## src/rtl/cna_pkg.sv

```systemverilog
// shared types, codes and helpers of the complex arithmetic unit
package cna_pkg;

    localparam int unsigned QUEUE_DEPTH_DEF = 4;
    localparam int unsigned DIV_STAGES      = 32;

    // operation codes
    localparam logic [2:0] OP_ADD = 3'd0;
    localparam logic [2:0] OP_SUB = 3'd1;
    localparam logic [2:0] OP_MUL = 3'd2;
    localparam logic [2:0] OP_DIV = 3'd3;
    localparam logic [2:0] OP_NEG = 3'd4;

    // status codes
    localparam logic [1:0] ST_OK  = 2'd0;
    localparam logic [1:0] ST_OVF = 2'd1;
    localparam logic [1:0] ST_DZ  = 2'd2;

    localparam logic [31:0] Q_MAX = 32'h7FFF_FFFF;
    localparam logic [31:0] Q_MIN = 32'h8000_0000;

    typedef enum logic [1:0] {
        KIND_LIN,
        KIND_MUL,
        KIND_DIV,
        KIND_NONE
    } kind_t;

    // classified item as it sits in the queue
    typedef struct packed {
        kind_t       kind;
        logic        sub;
        logic [31:0] ar;
        logic [31:0] ai;
        logic [31:0] br;
        logic [31:0] bi;
    } cna_item_t;

    // one part of the divider: partial remainder and dividend/quotient shifter
    typedef struct packed {
        logic [63:0] rem;
        logic [31:0] qs;
    } div_part_t;

    // control carried along the divider stages
    typedef struct packed {
        kind_t       kind;
        logic [63:0] d;
        logic        neg_re;
        logic        neg_im;
        logic        ovf_re;
        logic        ovf_im;
        logic [31:0] rr;
        logic [31:0] ri;
        logic [1:0]  st;
    } div_ctl_t;

    // saturate sign plus magnitude to q16.16, msb of result is overflow
    function automatic logic [32:0] sat32(input logic neg, input logic [63:0] mag);
        logic [32:0] r;
        if (!neg) begin
            if (mag > {32'd0, Q_MAX}) r = {1'b1, Q_MAX};
            else                       r = {1'b0, mag[31:0]};
        end
        else begin
            if (mag > {32'd0, Q_MIN}) r = {1'b1, Q_MIN};
            else                       r = {1'b0, (~mag[31:0]) + 32'd1};
        end
        return r;
    endfunction

    // one restoring division step
    function automatic div_part_t div_step(input div_part_t p, input logic [63:0] d);
        div_part_t   n;
        logic [64:0] r2;
        logic [64:0] diff;
        r2   = {p.rem, p.qs[31]};
        diff = r2 - {1'b0, d};
        if (r2 >= {1'b0, d}) begin
            n.rem = diff[63:0];
            n.qs  = {p.qs[30:0], 1'b1};
        end
        else begin
            n.rem = r2[63:0];
            n.qs  = {p.qs[30:0], 1'b0};
        end
        return n;
    endfunction

endpackage

```

## src/rtl/cna_in_if.sv

```systemverilog
// operand channel of the complex arithmetic unit
interface cna_in_if;
    logic              valid;
    logic              ready;
    logic [2:0]        operation;
    logic signed [31:0] a_real;
    logic signed [31:0] a_imag;
    logic signed [31:0] b_real;
    logic signed [31:0] b_imag;

    modport source (output valid, operation, a_real, a_imag, b_real, b_imag, input ready);
    modport sink   (input valid, operation, a_real, a_imag, b_real, b_imag, output ready);
endinterface

```

## src/rtl/cna_front.sv

```systemverilog
// front end: takes operand transfers and classifies them for the queue
module cna_front
    import cna_pkg::*;
(
    cna_in_if.sink    operand,
    input  logic      queue_full,
    output logic      push_valid,
    output cna_item_t push_item
);

    assign operand.ready = !queue_full;
    assign push_valid    = operand.valid;

    // decode the operation, negate is rewritten as 0 - a
    always_comb
    begin
        push_item.sub = 1'b0;
        push_item.ar  = operand.a_real;
        push_item.ai  = operand.a_imag;
        push_item.br  = operand.b_real;
        push_item.bi  = operand.b_imag;
        case (operand.operation)
            OP_ADD: push_item.kind = KIND_LIN;
            OP_SUB:
            begin
                push_item.kind = KIND_LIN;
                push_item.sub  = 1'b1;
            end
            OP_MUL: push_item.kind = KIND_MUL;
            OP_DIV: push_item.kind = KIND_DIV;
            OP_NEG:
            begin
                push_item.kind = KIND_LIN;
                push_item.sub  = 1'b1;
                push_item.ar   = '0;
                push_item.ai   = '0;
                push_item.br   = operand.a_real;
                push_item.bi   = operand.a_imag;
            end
            default: push_item.kind = KIND_NONE;
        endcase
    end

endmodule

```

## src/flat_wrapper.sv

```systemverilog
// flat-port wrapper written by rule: the top's interface ports become plain ports
module cna_front_flat import cna_pkg::*;
  (queue_full, push_valid, push_item, operand_valid, operand_operation, operand_a_real, operand_a_imag, operand_b_real, operand_b_imag, operand_ready);
  cna_in_if operand_i ();
  input  logic queue_full;
  output logic push_valid;
  output cna_item_t push_item;
  input wire logic [$bits(operand_i.valid)-1:0] operand_valid;
  input wire logic [$bits(operand_i.operation)-1:0] operand_operation;
  input wire logic [$bits(operand_i.a_real)-1:0] operand_a_real;
  input wire logic [$bits(operand_i.a_imag)-1:0] operand_a_imag;
  input wire logic [$bits(operand_i.b_real)-1:0] operand_b_real;
  input wire logic [$bits(operand_i.b_imag)-1:0] operand_b_imag;
  output wire logic [$bits(operand_i.ready)-1:0] operand_ready;
  assign operand_i.valid = operand_valid;
  assign operand_i.operation = operand_operation;
  assign operand_i.a_real = operand_a_real;
  assign operand_i.a_imag = operand_a_imag;
  assign operand_i.b_real = operand_b_real;
  assign operand_i.b_imag = operand_b_imag;
  assign operand_ready = operand_i.ready;
  cna_front u_core (.operand(operand_i), .queue_full(queue_full), .push_valid(push_valid), .push_item(push_item));
endmodule
```

## config.mk

```make
export PLATFORM = sky130hd
export DESIGN_NAME = cna_front_flat
export DESIGN_NICKNAME = d
export VERILOG_FILES = /design/src/rtl/cna_pkg.sv /design/src/rtl/cna_in_if.sv /design/src/rtl/cna_front.sv /design/src/flat_wrapper.sv
export SDC_FILE = /design/constraint.sdc
export NUM_CORES = 1
export LEC_CHECK = 0
export BUFFER_PORTS_ARGS = -buffer_cell sky130_fd_sc_hd__buf_2
export CORE_AREA = 2 2 104 106
export DETAILED_ROUTE_END_ITERATION = 8
export DIE_AREA = 0 0 106 108
export SLEW_MARGIN = 15
export SYNTH_ARGS = -nofsm -noshare
export SYNTH_HDL_FRONTEND = slang
export SYNTH_SLANG_ARGS = --single-unit
```

## constraint.sdc

```tcl
create_clock -name vclk -period 0.8
set_input_delay 0 -clock vclk [all_inputs]
set_output_delay 0 -clock vclk [all_outputs]
set_load 0.03 [all_outputs]
```

==> results of run 1 <==
synthesized netlist by cell type, drive strengths merged:
library cell / count
inv: 1
maj3: 1
buf: 15
nor2b: 64
mux2: 65
nor3b: 1
nor2: 1
xnor2: 1
worst paths after layout:
| check | from | end | slack [ns] | cells past startpoint |
|---|---|---|---|---|
| worst max-delay path | operand_operation[0] | push_item[50] | -0.43 | 6 |
| worst min-delay path | operand_valid | push_valid | 0.00001 | 0 |
final cells by class:
type / count / area [um2] / share of cell area, %
inverter: 1 / 3.754 / 0.08340
multi-input combinational: 133 / 1635 / 36.34
tap: 136 / 170.2 / 3.781
antenna: 1 / 2.502 / 0.05560
timing repair buffer: 303 / 2689 / 59.74
per-layer routing:
layer	global-route usage [%]	part of all wire (%)	vias up
met1	12.27	33	1103
met5	0	0	-
met4	2.350	2.5	0
met2	27.10	58	159
li1	-	-	1085
met3	1.326	6.9	13
power breakdown:
group          switching (mW)  internal [mW]  leakage [nW]
registers                   0              0             0
clock network               0    0.000000167    0.00000634
logic                    1.71           1.75          2.39
cells by family (layout without fill, tap and decap cells):
group	Yosys count	count (layout)	synth area share [%]
simple gates	66	66	32.42
other cells	0	1	0
xor+xnor	1	1	0.6817
buf+inv	16	304	9.152
fa+ha+maj	1	1	0.7790
mux	65	65	56.96
metrics by stage:
step / hold slack, ns / setup slack, ns
after global placement: 0.0003539 / -0.4987
after detailed placement: 0.0003539 / -0.5079
after CTS: 0.0003539 / -0.4376
after global routing: 0.00004774 / -0.4773
after floorplan: 0.1098 / -0.1309
final: 0.00001325 / -0.4318
critical path, delay by kind of cell:
kind / cells / cell delay (ns)
buffers and inverters: 4 / 0.64
muxes: 1 / 0.34
and+or+nand+nor: 1 / 0.24
what timing repair did:
| item | in CTS | in global routing |
|---|---|---|
| pin swaps | 1 | 1 |
| cloned | 7 | 4 |
| setup endpoints to repair | 128 | 128 |
| resized for setup | 225 | 159 |
| setup buffers | 15 | 8 |
| hold endpoints to repair | 0 | 0 |
==> summary.txt, run 1 <==
Outcome
  – Status: finished with violations
  – Failing checks: negative setup slack

Placed design
  – Routability cong.: a little over 0.7
  – Placed Cells: between 500 and 600
  – Post-DP Area: 2796 um2
  – Port bufs: approximately 260
  – DP HPWL: roughly 5300 um

Synthesis
  – Yosys cell types: 10
  – Synth Warn #: 0
  – Area leader, netlist: mux2_2
  – Mean post-synth cell area: ~8.6 um2
  – Area of the mapped netlist: approximately 1300 um2
  – Syn Nets: around 280
  – Register area share after synthesis: 0%
  – Top cells by area, synth: mux2_2 (57%), nor2b_1 (31%), buf_6 (4.4%), buf_2 (2.7%), buf_4 (1.8%)
  – Synth top area share: between 50% and 60%
  – Post-Syn Instances: 149

STA
  – Slew margin rel.: 85.73%
  – Final period util: 154.0%
  – Setup TNS: -43.63 ns
  – Worst slew pin tran: ~0.21 ns
  – Fin. Hold Viols: 0
  – Fin. max-slew vios: 0
  – Setup violations, final: approximately 130
  – Fmax: around 810 MHz
  – Tmin final: approximately 1.2 ns
  – Setup WS post-layout: -0.4318 ns
  – RSZ-0062 raised after global routing: true

Final layout
  – Storage element area: 0 um2
  – Core Util, Final: between 40% and 50%
  – Seq Cell Count: 0
  – Finished Layout Cells: around 570
  – Fill cells: between 900 and 1,000
  – Post-route cell area: 4501 um2
  – Layout Area Growth over Synthesis: 250.2%
  – Share of cells above drive strength 1: between 90 and 100%
  – Most common cell after layout, fill and taps aside: buf_2
  – NumNets Final: approximately 570
  – # clk buffers: 0
  – Commonest non-fill, non-tap cells in the layout: buf_2 (134), buf_6 (109), mux2_4 (49), nor2b_4 (37), buf_4 (34)

Detailed routing
  – Vias per cell: 4.111
  – Iter 0 DRT Violations: 60
  – Via count: ~2,400
  – Antenna viol nets, final: 0
  – Drt pass-1 iters: 4
  – Wirelength, routed: around 9400 um
  – WL per Instance: 16.30 um
  – DRC errors left: 0

Setup path
  – Worst-path cell chain: buf_8, nor3b_4, buf_12, buf_16, mux2_2, buf_2
  – WS Path Type: input port to primary output
  – Critical Path Sink Type: primary output
  – Worst endpoint required time: approximately 0.80 ns
  – CP arrival: 1.23 ns
  – Slowest stage delay, CP: between 0.3 and 0.4 ns
  – CP Max Fanout: 14
  – Slowest CP cell: mux2_2
  – Startpoint Class: input port

Global routing
  – Number of global-route vias before repair: approximately 2,300
  – Grt ovf: 0
  – Initial antenna violation count: 1
  – Largest net degree at the start of global routing: 29
  – All-layer global routing usage: between 10 and 15%
  – Global-route wire length before repair: between 10,000 and 15,000 um

Floorplanning
  – Die X: 106 um
  – Chip height: ~110 um
  – Starting Density: about an eighth
  – Ports: around 270
  – Die area: 11,450 um2
  – Site row count: 37
  – Floorplan core area: a little over 10,000 um2

Power
  – Total power: roughly 3.5 mW
  – Worst IR Drop VDD: approximately 0.35 mV
  – Cell Pwr Density: around 770 nW/um2
  – P_leak: 2.390 nW

Flow run
  – Max-cap viol count: 0

Worst hold path
  – Hold Crit Class: input port to primary output

Clock tree
  – Hold buffers post-CTS: 0
(Power assumes the default switching activity.)
==> run 2, diff against run 1 <==
--- a/config.mk
+++ b/config.mk
@@ -6,9 +6,9 @@
 export NUM_CORES = 1
 export LEC_CHECK = 0
 export BUFFER_PORTS_ARGS = -buffer_cell sky130_fd_sc_hd__buf_2
-export CORE_AREA = 2 2 104 106
+export CORE_AREA = 8 8 96 98
 export DETAILED_ROUTE_END_ITERATION = 8
-export DIE_AREA = 0 0 106 108
+export DIE_AREA = 0 0 104 106
 export SLEW_MARGIN = 15
 export SYNTH_ARGS = -nofsm -noshare
 export SYNTH_HDL_FRONTEND = slang
==> run 2 against run 1 <==
Effect of this change:
- the flow still finishes with violations (negative setup slack)
- combinational power fell by 5%
- largest power group unchanged
- highest routed layer unchanged
- wire length rose by 8.1%
- sequential share of layout area did not move
- via count fell by 2.9%
- power fell by 4.7%
- die area fell by 3.7%
- critical endpoint is now push_item[11]
==> summary.txt, run 2 (same netlist as run 1, synthesis figures left out) <==
Detailed routing
  – DRC errors left: 0
  – Iter 0 DRT Violations: 39
  – Antenna viol nets, final: 0
  – WL per Instance: 18.75 um
  – Drt pass-1 iters: 4
  – Vias per cell: between 4 and 5
  – Wirelength, routed: approximately 10,000 um
  – Via count: 2,292

Power
  – Total power: about 3.3 mW
  – Seq pwr share: 0%
  – Worst IR Drop VDD: 0.4549 mV
  – Sw Pwr: approximately 1.7 mW
  – Clock power share: 0%
  – Combinational share of power: 100.0%
  – P_leak: 2.197 nW
  – P_int: 1.615 mW
  – Cell Pwr Density: about 790 nW/um2
  – Switch share: about 51%

Global routing
  – Initial antenna violation count: 0
  – Global-route wire length before repair: between 10,000 and 15,000 um
  – Grt ovf: 0
  – All-layer global routing usage: between 10% and 20%
  – Number of global-route vias before repair: around 2,600
  – Largest net degree at the start of global routing: 29

STA
  – Slew margin rel.: 86.86%
  – Final period util: 153.3%
  – Worst slew pin tran: ~0.20 ns
  – Fin. Hold Viols: 0
  – Setup WS post-layout: -0.4265 ns
  – Setup violations, final: approximately 130
  – Tmin final: 1.226 ns
  – Fin. max-slew vios: 0
  – WHS: 0.0006908 ns
  – Fmax: 815.4 MHz
  – RSZ-0062 raised after global routing: true

Clock tree
  – Hold buffers post-CTS: 0

Floorplanning
  – Die area: roughly 11,000 um2
  – Site row count: 33
  – Floorplan core area: around 8000 um2
  – Starting Density: 16.38%
  – Ports: approximately 270
  – Chip height: approximately 110 um
  – Die X: 104 um

Flow run
  – Max-cap viol count: 0

Final layout
  – Area of the multi-input gates: between 1000 and 1500 um2
  – Storage element area: 0 um2
  – # clk buffers: 0
  – Layout Area Growth over Synthesis: 225.6%
  – Share of cells above drive strength 1: between 90% and 100%
  – Antenna cell count: 0
  – Fill cells: 661
  – Commonest non-fill, non-tap cells in the layout: buf_2 (134), buf_6 (109), mux2_2 (52), buf_4 (38), nor2b_4 (32)
  – Finished Layout Cells: about 540
  – Seq Cell Count: 0
  – Most common cell after layout, fill and taps aside: buf_2
  – Core Util, Final: 53.33%
  – NumNets Final: between 500 and 600

Outcome
  – Failing checks: negative setup slack
  – Status: finished with violations

Setup path
  – CP Max Fanout: 26
  – Worst-path cell chain: buf_6, nor3b_4, buf_6, buf_12, mux2_2, buf_4
  – Slowest stage delay, CP: between 0.3 and 0.4 ns
  – Critical Path Sink Type: primary output
  – Startpoint Class: input port
  – Worst endpoint required time: around 0.80 ns
  – Slowest CP cell: mux2_2
  – CP arrival: 1.23 ns
  – CP dominant cell by count: buf_6
  – WS Path Type: input port to primary output

Placed design
  – Routability cong.: between 0.8 and 0.9
  – Port bufs: about 260
  – DP HPWL: 7174 um
  – Placed Cells: roughly 520

Worst hold path
  – Hold Crit Class: input port to primary output
-- run 2: cell types whose count changed in the layout (fill, tap and decap cells not counted) --
cell / delta
nor2b_2: +7
nor2b_4: -5
buf_12: -3
clkbuf_16: -3
buf_8: -1
diode_2: -1
mux2_2: +36
mux2_4: -36
buf_4: +4
nor2b_1: -2
-- run 2: area by class of cell --
| cell class | count | share of cell area (%) |
|---|---|---|
| Timing Repair Buffer | 300 | 61.39 |
| Tap cell | 105 | 3.140 |
| Multi-Input combinational cell | 133 | 35.38 |
| Inverter | 1 | 0.08971 |
-- run 2: final timing paths --
kind	start	end	slack [ns]	cells after the start
min	operand_valid	push_valid	0.0007	0
max	operand_operation[1]	push_item[11]	-0.43	6
-- run 2: stage by stage --
| stage | worst slack (ns) | instance area [um2] | TNS [ns] |
|---|---|---|---|
| floorplan | -0.1309 | 1335 | -14.31 |
| global placement | -0.4667 | 2788 | -43.94 |
| detailed placement | -0.4945 | 2788 | -46.28 |
| CTS | -0.4085 | 3831 | -40.14 |
| global route | -0.4866 | 4184 | -48.77 |
| finish | -0.4265 | 4184 | -41.09 |
-- run 2: critical path: cells and delay by family --
| family | cells | cell delay, ns |
|---|---|---|
| buffers and inverters | 4 | 0.63 |
| AND/OR/NAND/NOR | 1 | 0.23 |
| multiplexers | 1 | 0.36 |
-- run 2: metal layers --
layer,wire [um],global-route usage (%)
met1,3816,17.34
met2,5289,30.71
met3,972,6.050
met4,29,0
met5,0,0
-- run 2: repair_timing --
action	in CTS	in global routing
gates cloned	6	0
setup buffers	17	4
pin swaps	1	0
endpoints found under the setup margin	128	128
resized for setup	236	96
-- run 2: power by group through the flow --
stage	Clock, mW	Combinational, mW	Sequential (mW)
after floorplan	0	1.52	0
after global placement	0	2.35	0
after detailed placement	0	2.37	0
after CTS	0	3.07	0
after global routing	0	3.44	0
final	0	3.30	0
==> run 3, diff against run 2 <==
--- a/config.mk
+++ b/config.mk
@@ -9,6 +9,7 @@
 export CORE_AREA = 8 8 96 98
 export DETAILED_ROUTE_END_ITERATION = 8
 export DIE_AREA = 0 0 104 106
+export SETUP_SLACK_MARGIN = 0.15
 export SLEW_MARGIN = 15
 export SYNTH_ARGS = -nofsm -noshare
 export SYNTH_HDL_FRONTEND = slang
==> run 3 against run 2 <==
Effect of this change:
- the flow still finishes with violations (negative setup slack)
- largest cell class unchanged
- global-route usage down 1.7 points
- hold slack worse by 0.00065 ns
- combinational power up 2%
- sequential share of layout area unchanged
- maximum frequency up 4.0%
==> summary.txt, run 3 (same netlist as run 1, synthesis figures left out) <==
Global routing
  – GR Util met3: under 10%
  – M1 GR Usage: 14.11%
  – Initial antenna violation count: 0
  – Grt ovf: 0
  – Largest net degree at the start of global routing: 21
  – All-layer global routing usage: roughly 14%
  – GR peak layer: met2
  – Number of global-route vias before repair: about 2,500
  – GR Util met2: between 20 and 30%
  – Global-route wire length before repair: approximately 13,000 um

Setup path
  – Startpoint Class: input port
  – Worst-path cell chain: buf_8, nor3b_4, buf_6, buf_4, mux2_2, buf_4
  – CP arrival: approximately 1.2 ns
  – CP dominant cell by count: buf_4
  – Slowest stage delay, CP: approximately 0.34 ns
  – Slowest CP cell: mux2_2
  – WS Path Type: input port to primary output
  – Top Family by Delay on Critical Path: buffers and inverters
  – CP Max Fanout: 6
  – Buf+Inv Stages, Crit Path: 4
  – Critical Path Sink Type: primary output
  – Worst endpoint required time: roughly 0.8 ns

STA
  – Worst slew pin tran: 0.1909 ns
  – RSZ-0062 raised after global routing: true
  – Fmax: 847.7 MHz
  – WHS: between 0.00003 and 0.00004 ns
  – Fin. max-slew vios: 0
  – Setup WS post-layout: -0.3796 ns
  – Fin. Hold Viols: 0
  – Final period util: 147.5%
  – Setup violations, final: roughly 130
  – Tmin final: between 1 and 1.5 ns
  – Slew margin rel.: 87.26%

Power
  – P_leak: approximately 2.5 nW
  – Seq pwr share: 0%
  – P_int: between 1.5 and 2 mW
  – Cell Pwr Density: 765.8 nW/um2
  – Combinational share of power: 100.0%
  – Sw Pwr: approximately 1.7 mW
  – Clock power share: 0%
  – Switch share: between 50% and 60%
  – Worst IR Drop VDD: ~0.51 mV

Floorplanning
  – Die X: roughly 100 um
  – Ports: around 270
  – Starting Density: 16.38%
  – Die area: around 11,000 um2
  – Site row count: 33
  – Chip height: between 100 and 150 um
  – Floorplan core area: between 7000 and 8000 um2

Outcome
  – Status: finished with violations
  – Failing checks: negative setup slack

Final layout
  – Finished Layout Cells: between 500 and 600
  – Commonest non-fill, non-tap cells in the layout: buf_2 (171), buf_6 (117), mux2_4 (61), nor2b_4 (40), nor2b_2 (24)
  – Area of the multi-input gates: roughly 1800 um2
  – Antenna cell count: 0
  – Fill cells: between 600 and 700
  – NumNets Final: ~590
  – Storage element area: 0 um2
  – Layout Area Growth over Synthesis: 243.4%
  – Share of cells above drive strength 1: 99.56%
  – # clk buffers: 0
  – Seq Cell Count: 0
  – Most common cell after layout, fill and taps aside: buf_2

Detailed routing
  – Drt pass-1 iters: 4
  – Iter 0 DRT Violations: between 40 and 50
  – Antenna viol nets, final: 0
  – DRC errors left: 0
  – WL per Instance: around 17 um
  – Via count: ~2,300
  – Vias per cell: between 4 and 5
  – Wirelength, routed: roughly 9500 um

Flow run
  – Max-cap viol count: 0

Placed design
  – DP HPWL: between 7000 and 8000 um
  – Port bufs: roughly 260
  – Worst slack, placed: -0.4212 ns
  – Placed Cells: around 530
  – Routability cong.: just under 0.8

Worst hold path
  – Hold Crit Class: input port to primary output
[run 3: cell types whose count changed in the layout (fill, tap and decap cells not counted), sizes merged]
cell    previous run  this run
buf              300       316
clkbuf             0         2
[run 3: final cells by class]
class              instances  share of cell area (%)
repair buffers           318                   56.79
multi-input cells        133                   40.15
well taps                105                   2.977
inverters                  1                 0.08506
[run 3: power by group through the flow]
| stage | clock, mW | combinational, mW | sequential (mW) |
|---|---|---|---|
| floorplan | 0 | 1.83 | 0 |
| global placement | 0 | 2.71 | 0 |
| detailed placement | 0 | 2.73 | 0 |
| CTS | 0 | 3.27 | 0 |
| global route | 0 | 3.53 | 0 |
| finish | 0 | 3.38 | 0 |
[run 3: repair_timing]
action,4_1_cts,5_1_grt
resized for setup,202,33
endpoints found under the setup margin,131,131
hold buffers,0,0
cloned,0,2
setup buffers,18,5
pin swaps,1,1
[run 3: path summary, 6_finish.rpt]
| check | cells past startpoint | slack (ns) | to | from |
|---|---|---|---|---|
| max | 6 | -0.38 | push_item[3] | operand_operation[0] |
| min | 0 | 0.00004 | push_valid | operand_valid |
[run 3: through the flow]
stage | power (mW) | TNS, ns | utilization [%] | cell area, um2
after floorplan | 1.827 | -5.814 | - | 1868
after CTS | 3.266 | -34.28 | 53.59 | 4204
final | 3.380 | -36.02 | 56.25 | 4413
after global placement | 2.706 | -36.12 | 43.54 | 3416
after global routing | 3.531 | -43.61 | 56.25 | 4413
after detailed placement | 2.727 | -37.89 | 43.54 | 3416
[run 3: routing by layer]
| metal | up-vias | wire [um] |
|---|---|---|
| li1 | 1111 | - |
| met1 | 1058 | 3183 |
| met2 | 119 | 5503 |
| met3 | 6 | 795 |
| met4 | 0 | 54 |
| met5 | - | 0 |
