**src/rtl/cna_pkg.sv**
```systemverilog
// shared types, codes and helpers of the complex arithmetic unit
package cna_pkg;

    localparam int unsigned QUEUE_DEPTH_DEF = 4;
    localparam int unsigned DIV_STAGES      = 32;

    // operation codes
    localparam logic [2:0] OP_ADD = 3'd0;
    localparam logic [2:0] OP_SUB = 3'd1;
    localparam logic [2:0] OP_MUL = 3'd2;
    localparam logic [2:0] OP_DIV = 3'd3;
    localparam logic [2:0] OP_NEG = 3'd4;

    // status codes
    localparam logic [1:0] ST_OK  = 2'd0;
    localparam logic [1:0] ST_OVF = 2'd1;
    localparam logic [1:0] ST_DZ  = 2'd2;

    localparam logic [31:0] Q_MAX = 32'h7FFF_FFFF;
    localparam logic [31:0] Q_MIN = 32'h8000_0000;

    typedef enum logic [1:0] {
        KIND_LIN,
        KIND_MUL,
        KIND_DIV,
        KIND_NONE
    } kind_t;

    // classified item as it sits in the queue
    typedef struct packed {
        kind_t       kind;
        logic        sub;
        logic [31:0] ar;
        logic [31:0] ai;
        logic [31:0] br;
        logic [31:0] bi;
    } cna_item_t;

    // one part of the divider: partial remainder and dividend/quotient shifter
    typedef struct packed {
        logic [63:0] rem;
        logic [31:0] qs;
    } div_part_t;

    // control carried along the divider stages
    typedef struct packed {
        kind_t       kind;
        logic [63:0] d;
        logic        neg_re;
        logic        neg_im;
        logic        ovf_re;
        logic        ovf_im;
        logic [31:0] rr;
        logic [31:0] ri;
        logic [1:0]  st;
    } div_ctl_t;

    // saturate sign plus magnitude to q16.16, msb of result is overflow
    function automatic logic [32:0] sat32(input logic neg, input logic [63:0] mag);
        logic [32:0] r;
        if (!neg) begin
            if (mag > {32'd0, Q_MAX}) r = {1'b1, Q_MAX};
            else                       r = {1'b0, mag[31:0]};
        end
        else begin
            if (mag > {32'd0, Q_MIN}) r = {1'b1, Q_MIN};
            else                       r = {1'b0, (~mag[31:0]) + 32'd1};
        end
        return r;
    endfunction

    // one restoring division step
    function automatic div_part_t div_step(input div_part_t p, input logic [63:0] d);
        div_part_t   n;
        logic [64:0] r2;
        logic [64:0] diff;
        r2   = {p.rem, p.qs[31]};
        diff = r2 - {1'b0, d};
        if (r2 >= {1'b0, d}) begin
            n.rem = diff[63:0];
            n.qs  = {p.qs[30:0], 1'b1};
        end
        else begin
            n.rem = r2[63:0];
            n.qs  = {p.qs[30:0], 1'b0};
        end
        return n;
    endfunction

endpackage

```
**src/rtl/cna_queue.sv**
```systemverilog
// small queue between front and back end
module cna_queue
    import cna_pkg::*;
#(
    parameter int unsigned DEPTH = QUEUE_DEPTH_DEF
)
(
    input  logic      clk,
    input  logic      rst_n,
    input  logic      push_valid,
    input  cna_item_t push_item,
    output logic      full,
    input  logic      pop,
    output logic      pop_valid,
    output cna_item_t pop_item
);

    localparam int unsigned AW = (DEPTH > 1) ? $clog2(DEPTH) : 1;
    localparam int unsigned CW = $clog2(DEPTH + 1);
    localparam logic [AW-1:0] LAST  = AW'(DEPTH - 1);
    localparam logic [CW-1:0] FULLC = CW'(DEPTH);

    cna_item_t     mem [DEPTH];
    logic [AW-1:0] wr_ptr_reg, wr_ptr_next;
    logic [AW-1:0] rd_ptr_reg, rd_ptr_next;
    logic [CW-1:0] count_reg, count_next;
    logic          do_push, do_pop;

    assign full      = (count_reg == FULLC);
    assign pop_valid = (count_reg != '0);
    assign pop_item  = mem[rd_ptr_reg];
    assign do_push   = push_valid && !full;
    assign do_pop    = pop && pop_valid;

    // pointer and count update
    always_comb
    begin
        wr_ptr_next = wr_ptr_reg;
        rd_ptr_next = rd_ptr_reg;
        count_next  = count_reg;
        if (do_push) wr_ptr_next = (wr_ptr_reg == LAST) ? '0 : wr_ptr_reg + 1'b1;
        if (do_pop)  rd_ptr_next = (rd_ptr_reg == LAST) ? '0 : rd_ptr_reg + 1'b1;
        if (do_push && !do_pop) count_next = count_reg + 1'b1;
        else if (do_pop && !do_push) count_next = count_reg - 1'b1;
    end

    always_ff @(posedge clk or negedge rst_n)
    begin
        if (!rst_n)
        begin
            wr_ptr_reg <= '0;
            rd_ptr_reg <= '0;
            count_reg  <= '0;
        end
        else
        begin
            wr_ptr_reg <= wr_ptr_next;
            rd_ptr_reg <= rd_ptr_next;
            count_reg  <= count_next;
        end
    end

    // storage
    always_ff @(posedge clk)
    begin
        if (do_push) mem[wr_ptr_reg] <= push_item;
    end

`ifndef SYNTHESIS
    a_count_bound: assert property (@(posedge clk) disable iff (!rst_n)
        count_reg <= FULLC) else $error("queue count above depth");
    a_full_no_write: assert property (@(posedge clk) disable iff (!rst_n)
        full && !do_pop |=> full) else $error("queue lost an entry while full");
    a_empty_stays: assert property (@(posedge clk) disable iff (!rst_n)
        !pop_valid && !push_valid |=> !pop_valid) else $error("queue filled without push");
`endif

endmodule

```
**config.mk**
```make
export PLATFORM = sky130hd
export DESIGN_NAME = cna_queue
export DESIGN_NICKNAME = d
export VERILOG_FILES = /design/src/rtl/cna_pkg.sv /design/src/rtl/cna_queue.sv
export SDC_FILE = /design/constraint.sdc
export NUM_CORES = 1
export LEC_CHECK = 0
export ABC_AREA = 1
export ABC_CLOCK_PERIOD_IN_PS = 7730
export BUFFER_PORTS_ARGS = -buffer_cell sky130_fd_sc_hd__buf_2
export CAP_MARGIN = 20
export CORE_MARGIN = 3
export CORE_UTILIZATION = 29
export DETAILED_ROUTE_END_ITERATION = 10
export HOLD_SLACK_MARGIN = 0.03
export PLACE_DENSITY = 0.46
export SETUP_SLACK_MARGIN = 0.4
export SLEW_MARGIN = 10
export SYNTH_ARGS = -nofsm -noshare
export SYNTH_HDL_FRONTEND = slang
export SYNTH_SLANG_ARGS = --single-unit
```
**constraint.sdc**
```tcl
create_clock -name clk -period 7.73 [get_ports clk]
set_input_delay 2.319 -clock clk [delete_from_list [all_inputs] [get_ports clk]]
set_output_delay 2.319 -clock clk [all_outputs]
set_load 0.1 [all_outputs]
```
==> summary.md, run 1 <==
| Metric | Value |
|---|---|
| Status | `completed` |
| Rows | `99` |
| Fin crit share | `0.718` |
| CTS Buffer Depth | `3` |
| Synth-to-Final Area Change | `19.2%` |
| Mapped Cells | `1589` |
| Seq/Total Area, Yosys | `0.734` |
| Initial DRC Count | `577` |
| Final Hold Viols | `0` |
| Largest register FFs | `524` |
| Final setup fails | `0` |
| Yosys top cell area share | `0.726` |
| Mapped Nets | `1731` |
| Worst path slowest cell | `dfrtp_4` |
| Hold crit path type | `register to register` |
| CTS tree | `done` |
| GRT Residual Overflow | `0` |
| RSZ-0062 raised after global routing | `false` |
| Die height | `279 um` |
| WS Path Type | `register to output port` |
| Flops & latches, synth | `531` |
| Die Width | `279 um` |
| Aggregate global-route resource usage | `0.127` |
| Delay of the slowest cell on the worst path | `1.01 ns` |
| Final ANT Viol Nets | `0` |
| Tightest Pin Transition | `1.01 ns` |
| Number of remaining DRC errors | `0` |
| Level count of the clock H-tree | `2` |
| Worst path required time | `5.41 ns` |
| Crit path buf inv count | `2` |
| GPL Wtd Cong | `0.734` |
| Worst Clk Skew | `0.0216 ns` |
| Post-CTS setup buffers | `0` |
| Fin Hold WS | `0.514 ns` |
| First-pass GRT wire length | `76400 um` |
| Worst skew pair latency | `0.62 ns` |
| Die area | `0.0780 mm^2` |
| Maximum number of pins on one net before global-route repair | `135` |
| Endpoint class of the critical path | `output port` |
| TritonCTS Buffers | `60` |
| Layout cell share with drive strength beyond 1 | `0.248` |
| Syn Area/Cell | `13.6 um^2` |
| Clock-pin transition on the worst setup and hold timing paths | `0.06 ns` |
| Vias in the first global route | `12865` |
| Slew Limit Fails | `0` |
| Hpwl dp | `29400 um` |
| FMAX | `180 MHz` |
| CP top delay family | `buffers and inverters` |
| Synth top area cells | `edfxtp_1 73%, nand2_1 7.1%, o211ai_1 6.0%` |
| Count of cell types in the netlist | `19` |
| Period minus WS final | `5.55 ns` |
| Slew margin rel. | `0.326` |
| WP data arrival | `3.23 ns` |
| CP Cell Sequence | `buf_12 -> o211ai_1 -> nand2_1 -> buf_2` |
| Post-cts repair resize count | `0` |
| Initial antenna violation count | `9` |
| Post-Syn Area | `0.0217 mm^2` |
| Wire length per cell | `17.6 um` |
| Worst Path Max Fanout | `132` |
| CTS root buffer | `clkbuf_16` |
| Total of max-cap violations | `0` |
| First drt pass iteration count | `4` |
| Via count | `12433` |
| Final Routed Wirelength | `50300 um` |
| Synth area leader | `edfxtp_1` |
| PortBufs | `267` |
| Total clock sinks | `531` |
| CTS Hold Bufs | `0` |
| Fin nets | `1991` |
| Initial core utilization | `0.295` |
| Num ports | `268` |
| DR vias/cell | `4.35` |
| Core ar. | `0.0735 mm^2` |
| Yosys warnings | `0` |
| Crit start category | `register` |
-- Yosys cell counts --
| cell | number |
|---|---|
| nand4_1 | 1 |
| clkbuf_4 | 4 |
| buf_6 | 27 |
| inv_1 | 273 |
| ha_1 | 6 |
| o211ai_1 | 172 |
| clkbuf_1 | 23 |
| nand2_1 | 408 |
| buf_4 | 3 |
| o21ai_1 | 1 |
| xnor2_1 | 1 |
| dfrtp_1 | 7 |
| fa_1 | 1 |
| nor2_1 | 6 |
| o211ai_2 | 90 |
| buf_2 | 31 |
| inv_2 | 4 |
| nand3_1 | 7 |
| edfxtp_1 | 524 |
-- worst paths after layout --
kind / startpoint / end / slack, ns / cells past startpoint
worst max-delay path: rd_ptr_reg[0] / pop_item[31] / 2.18 / 4
worst min-delay path: count_reg[2] / count_reg[2] / 0.51 / 2
worst max register to register: count_reg[0] / mem[1][19] / 4.79 / 5
worst min register to register: count_reg[2] / count_reg[2] / 0.51 / 2
max in group asynchronous: rst_n / rd_ptr_reg[0] / 5.99 / 1
min in group asynchronous: rst_n / wr_ptr_reg[0] / 1.55 / 1
-- cell families (layout without fill, tap and decap cells) --
logic type	count (synthesis)	in the layout	share of synthesized area
DFF	531	531	0.734
and+or+nand+nor	422	422	0.0736
buffers and inverters	365	673	0.0756
AOI/OAI and AO/OA	263	263	0.112
adders and majority gates	7	7	0.00439
xor gates and xnor gates	1	1	0.000404
other	0	3	0
-- worst reg2reg max path, stage by stage, from the launching register on --
cell	delay, ns
dfrtp_1	0.43
inv_2	0.06
nand3_1	0.17
nand2_1	0.32
nor2_4	0.86
buf_4	0.72
-- layout make-up --
cell class	count	area [um^2]
fillers	7167	47600
flip-flops and latches	531	15900
multi-input cells	693	4150
repair buffers	286	1570
clock buffers	70	1540
well taps	959	1200
inverters	277	1040
clock inverters	40	407
diodes	3	7.51
-- layer usage --
| layer | routed length, um | global-route usage |
|---|---|---|
| met1 | 21400 | 0.155 |
| met2 | 24700 | 0.221 |
| met3 | 2580 | 0.0296 |
| met4 | 1450 | 0.0450 |
| met5 | 78 | 0 |
-- through the flow --
| stage | TNS (ns) | cells | instance area (um^2) | utilization | setup slack (ns) |
|---|---|---|---|---|---|
| floorplan | -418.34 | 1589 | 21700 | - | -0.798 |
| detailed placement | 0 | 2746 | 23900 | 0.325 | 2.78 |
| finish | 0 | 2859 | 25800 | 0.352 | 2.18 |
| CTS | 0 | 2856 | 25800 | 0.352 | 2.08 |
| global route | 0 | 2857 | 25800 | 0.352 | 1.93 |
| global placement | 0 | 2746 | 23900 | 0.325 | 2.81 |
-- layout by cell type, fill, tap and decap left out --
master and n:
nand4_1 1, clkbuf_16 60, fa_1 1, o21ai_1 1, diode_2 3, clkinv_4 1
inv_2 3, buf_4 12, clkinv_8 3, inv_6 3, clkinv_1 15, xnor2_1 1
nor2_4 4, nand3_1 7, edfxtp_1 524, ha_1 6, buf_2 267, clkinv_2 10
dfrtp_4 2, buf_12 7, bufinv_16 7, clkinvlp_4 2, o211ai_1 172, inv_1 273
nand2_1 408, o211ai_2 90, clkbuf_1 10, dfrtp_1 5, nor2_1 2
Power of run 1 is left out: the tool's default activity adds up to more than one toggle a clock period on the data nets, which glitch-free logic cannot reach.
==> run 2, diff against run 1 <==
ABC_CLOCK_PERIOD_IN_PS = 5480   (was 7730)
clock period = 5.48 ns   (was 7.73 ns; I/O delays follow)
==> run 2 against run 1 <==
Compared with the run above:
- hold slack got worse by 0.020 ns
- count of clock-buffer cells in the layout rose by 1
- sequential share of layout area fell by 0.29 points
- critical endpoint is now pop_item[56]
- final area rose by 0.46%
- global-route usage fell by 0.46 points
- first-iteration DRC count rose by 13%
- register-to-register slack got worse by 1.7 ns
- clock skew fell by 0.0064 ns
- flip-flop and latch count did not move
- critical path type unchanged
- via count rose by 0.39%
==> summary.md, run 2 (same netlist as run 1, synthesis figures left out) <==
| Metric | Value |
|---|---|
| Status | `completed` |
| Reg2reg end | `mem[2][54]` |
| Via count | `12481` |
| DR vias/cell | `4.34` |
| Tightest Pin Transition | `0.823 ns` |
| Post-CTS setup buffers | `0` |
| Endpoint class of the critical path | `output port` |
| Final cell count without fillers | `2873` |
| Filler Cell Count | `7127` |
| Largest register FFs | `524` |
| Synth-to-Final Area Change | `19.8%` |
| Critical Path End | `pop_item[56]` |
| Wire length per cell | `16.9 um` |
| Initial DRC Count | `654` |
| Initial core utilization | `0.295` |
| CTS Hold Bufs | `0` |
| CP Depth | `5` |
| GRT Residual Overflow | `0` |
| Die Width | `279 um` |
| CTS tree | `done` |
| CTS root buffer | `clkbuf_16` |
| CTS Buffer Depth | `3` |
| Worst Clk Skew | `0.0151 ns` |
| Period minus WS final | `4.40 ns` |
| Level count of the clock H-tree | `2` |
| Final setup fails | `0` |
| Rows | `99` |
| PortBufs | `267` |
| CP Cell Sequence | `buf_12 -> buf_12 -> o211ai_1 -> nand2_1 -> buf_2` |
| WP data arrival | `2.76 ns` |
| Number of remaining DRC errors | `0` |
| Crit start category | `register` |
| Reg2Reg Depth | `5` |
| Worst skew pair latency | `0.59 ns` |
| Delay of the slowest cell on the worst path | `0.80 ns` |
| WS Path Type | `register to output port` |
| Layout cell share with drive strength beyond 1 | `0.253` |
| Crit path buf inv count | `3` |
| Post-cts repair resize count | `0` |
| Core Util, Final | `0.353` |
| Die area | `0.0780 mm^2` |
| CP top delay family | `buffers and inverters` |
| Maximum number of pins on one net before global-route repair | `134` |
| Worst Path Max Fanout | `72` |
| Most frequent cells in the layout | `524 x edfxtp_1, 408 x nand2_1, 273 x inv_1` |
| Crit path from | `rd_ptr_reg[0]` |
| Final Routed Wirelength | `48400 um` |
| Most used cell, CP | `buf_12` |
| Hold crit path type | `register to register` |
| TritonCTS Buffers | `59` |
| Placed insts | `2760` |
| First drt pass iteration count | `4` |
| Slew margin rel. | `0.451` |
| Initial antenna violation count | `12` |
| Hpwl dp | `28600 um` |
| Vias in the first global route | `12700` |
| Final ANT Viol Nets | `0` |
| Final Hold Viols | `0` |
| First-pass GRT wire length | `74200 um` |
| Slew Limit Fails | `0` |
| Total of max-cap violations | `0` |
| Aggregate global-route resource usage | `0.122` |
| Core ar. | `0.0735 mm^2` |
| GPL Wtd Cong | `0.711` |
| FF-to-FF Start | `count_reg[0]` |
| FMAX | `227 MHz` |
| Commonest non-fill, non-tap cell in the layout | `edfxtp_1` |
| RSZ-0062 raised after global routing | `false` |
| Total clock sinks | `531` |
| Clock-pin transition on the worst setup and hold timing paths | `0.06 ns` |
| R2R Setup Slk | `3.07 ns` |
| Worst path slowest cell | `dfrtp_4` |
| Fin nets | `2004` |
| Die height | `279 um` |
| Worst path required time | `3.84 ns` |
| Fin crit share | `0.803` |
| Num ports | `268` |
==> run 2: cell count changes in the layout (fill, tap and decap cells not counted) <==
cell	change
clkinv_2	+1
clkinv_4	+1
clkinv_8	-3
bufinv_16	-3
diode_2	+5
buf_12	+9
clkinv_1	-2
inv_6	-2
buf_4	+5
clkbuf_16	+1
clkinvlp_4	+2
==> run 2: final cells by class <==
type,count,area [um^2],area share
flip-flops and latches,531,15900,0.613
clock buffers,71,1560,0.0603
multi-input cells,693,4150,0.160
inverters,277,1040,0.0403
clock inverters,34,272,0.0105
diodes,8,20.0,0.000771
well taps,959,1200,0.0462
repair buffers,300,1780,0.0687
==> run 2: worst min path at each step <==
stage                 start           end  depth (start not counted)
2_1_floorplan  count_reg[2]  count_reg[2]                          2
3_3_place_gp   count_reg[2]  count_reg[2]                          2
3_5_place_dp   count_reg[2]  count_reg[2]                          2
4_1_cts        count_reg[2]  count_reg[2]                          2
5_1_grt        count_reg[2]  count_reg[2]                          2
6_report       count_reg[2]  count_reg[2]                          2
==> run 2: through the flow <==
step / setup TNS [ns] / setup WS (ns) / hold WS [ns] / instance area, um^2
after detailed placement: 0 / 1.68 / 0.488 / 24100
after floorplan: -107.61 / -0.205 / 0.463 / 21700
after global routing: 0 / 0.886 / 0.517 / 25900
after global placement: 0 / 1.70 / 0.484 / 24100
final: 0 / 1.08 / 0.494 / 26000
after CTS: 0 / 1.01 / 0.500 / 25900
==> run 2: worst min-delay path, cell delays in order (launching register included) <==
cell     delay, ns
dfrtp_1       0.36
nand2_1       0.06
nand2_1       0.05
==> run 2: metal layers <==
metal / track usage / vias up / wire [um] / share of wire
met5: 0 / - / 46 / 0.00095
met4: 0.0346 / 6 / 888 / 0.018
met3: 0.0322 / 66 / 2630 / 0.054
met2: 0.212 / 218 / 24400 / 0.50
met1: 0.151 / 6084 / 20500 / 0.42
li1: - / 6107 / - / -
Power of run 2 is left out for the same reason.
==> run 3, diff against run 2 <==
ABC_CLOCK_PERIOD_IN_PS = 3700   (was 5480)
PLACE_DENSITY = 0.47   (was 0.46)
clock period = 3.7 ns   (was 5.48 ns; I/O delays follow)
==> run 3 against run 2 <==
Compared with the run above:
- setup slack worse by 0.62 ns
- largest cell class unchanged
- critical endpoint is now pop_item[66]
- die area unchanged
- critical path depth stayed put
- non-clock buffer count is 38 higher
- count of clock-buffer cells in the layout is the same
- utilization increased by 4.1 points
- global-route usage up 1.1 points
- clock skew grew 0.012 ns
- flip-flop and latch count is the same
==> summary.md, run 3 (same netlist as run 1, synthesis figures left out) <==
| Metric | Value |
|---|---|
| Level count of the clock H-tree | `2` |
| Placed insts | `2764` |
| CTS tree | `done` |
| Clock-pin transition on the worst setup and hold timing paths | `0.06 ns` |
| Via count | `12752` |
| Num ports | `268` |
| Slew Limit Fails | `0` |
| RSZ-0062 raised after global routing | `true` |
| Tightest Pin Transition | `0.570 ns` |
| Initial antenna violation count | `13` |
| Worst skew pair latency | `0.62 ns` |
| Endpoint class of the critical path | `output port` |
| Hpwl dp | `29500 um` |
| FMAX | `308 MHz` |
| Slew margin rel. | `0.620` |
| Final setup fails | `0` |
| Die height | `279 um` |
| Final cell count without fillers | `2920` |
| Worst path slowest cell | `dfrtp_4` |
| Commonest non-fill, non-tap cell in the layout | `edfxtp_1` |
| Initial DRC Count | `592` |
| WS Path Type | `register to output port` |
| CP Cell Sequence | `buf_4 -> buf_16 -> o211ai_1 -> nand2_1 -> buf_12` |
| Synth-to-Final Area Change | `33.6%` |
| Core Util, Final | `0.394` |
| Final Hold Viols | `0` |
| Total of max-cap violations | `0` |
| Worst Path Max Fanout | `50` |
| Initial core utilization | `0.295` |
| Wire length per cell | `18.8 um` |
| WP data arrival | `2.13 ns` |
| Die Width | `279 um` |
| Number of remaining DRC errors | `0` |
| Final Routed Wirelength | `54900 um` |
| Total clock sinks | `531` |
| CTS Buffer Depth | `3` |
| Vias in the first global route | `12978` |
| GPL Wtd Cong | `0.720` |
| PortBufs | `267` |
| First-pass GRT wire length | `79600 um` |
| TritonCTS Buffers | `60` |
| Aggregate global-route resource usage | `0.134` |
| Met2 WL | `28300 um` |
| Status | `completed` |
| Hold crit path type | `input port to asynchronous set/reset pin` |
| CTS root buffer | `clkbuf_16` |
| Worst Clk Skew | `0.0267 ns` |
| Filler Cell Count | `6814` |
| CTS Hold Bufs | `0` |
| Largest register FFs | `524` |
| DR vias/cell | `4.37` |
| Die area | `0.0780 mm^2` |
| GRT Residual Overflow | `0` |
| Core ar. | `0.0735 mm^2` |
| Fin nets | `2045` |
| Delay of the slowest cell on the worst path | `0.49 ns` |
| Fin crit share | `0.877` |
| Fin Hold WS | `0.350 ns` |
| Most frequent cells in the layout | `524 x edfxtp_1, 399 x nand2_1, 273 x inv_1` |
| Worst path required time | `2.59 ns` |
| Maximum number of pins on one net before global-route repair | `101` |
| M1 wire length | `22900 um` |
| Period minus WS final | `3.24 ns` |
| Final ANT Viol Nets | `0` |
| Rows | `99` |
| Crit start category | `register` |
| Fin Setup TNS | `0 ns` |
| DR top layer | `met5` |
| DR WL met3 | `2500 um` |
| Layout cell share with drive strength beyond 1 | `0.277` |
| First drt pass iteration count | `5` |
==> run 3: per-stage QoR <==
step | instance area (um^2) | setup WS, ns
after floorplan | 21700 | 0.124
after global placement | 26100 | 0.796
after detailed placement | 26100 | 0.776
after CTS | 28600 | 0.355
after global routing | 28900 | 0.364
final | 28900 | 0.455
==> run 3: final timing paths <==
path,start,end,slack [ns],cells past startpoint
max in group asynchronous,rst_n,rd_ptr_reg[0],3.14,1
max,rd_ptr_reg[0],pop_item[66],0.46,5
max reg2reg,count_reg[0],count_reg[1],1.73,9
min reg2reg,count_reg[2],count_reg[2],0.49,2
min,rst_n,count_reg[2],0.35,1
min in group clk,count_reg[2],count_reg[2],0.49,2
==> run 3: worst max-delay path: cells and delay by family, from the launching register on <==
family / cells / cell delay (ns)
flops: 1 / 0.49
buf+inv: 3 / 0.63
simple gates: 1 / 0.16
compound gates: 1 / 0.21
==> run 3: routing by layer <==
layer / vias up / GRT usage
met5: - / 0
met4: 10 / 0.0403
met3: 81 / 0.0308
met2: 241 / 0.237
met1: 6202 / 0.162
li1: 6218 / -
==> run 3: cell type report <==
cell class                      count  area, um^2  share of cell area
Timing Repair inverter              2        22.5            0.000778
Antenna cell                        7        17.5            0.000605
Tap cell                          959        1200              0.0415
Sequential cell                   531       15900               0.550
Inverter                          277        1070              0.0368
Multi-Input combinational cell    693        4190               0.145
Clock inverter                     42         445              0.0154
Clock buffer                       71        1560              0.0540
Timing Repair Buffer              338        4530               0.156
==> run 3: timing repair <==
action | 4_1_cts | 5_1_grt
cloned | 9 | 11
setup buffers | 11 | 5
setup endpoints to repair | 131 | 115
resized for setup | 22 | 23
pin swaps | 3 | 43
Power of run 3 is left out for the same reason.
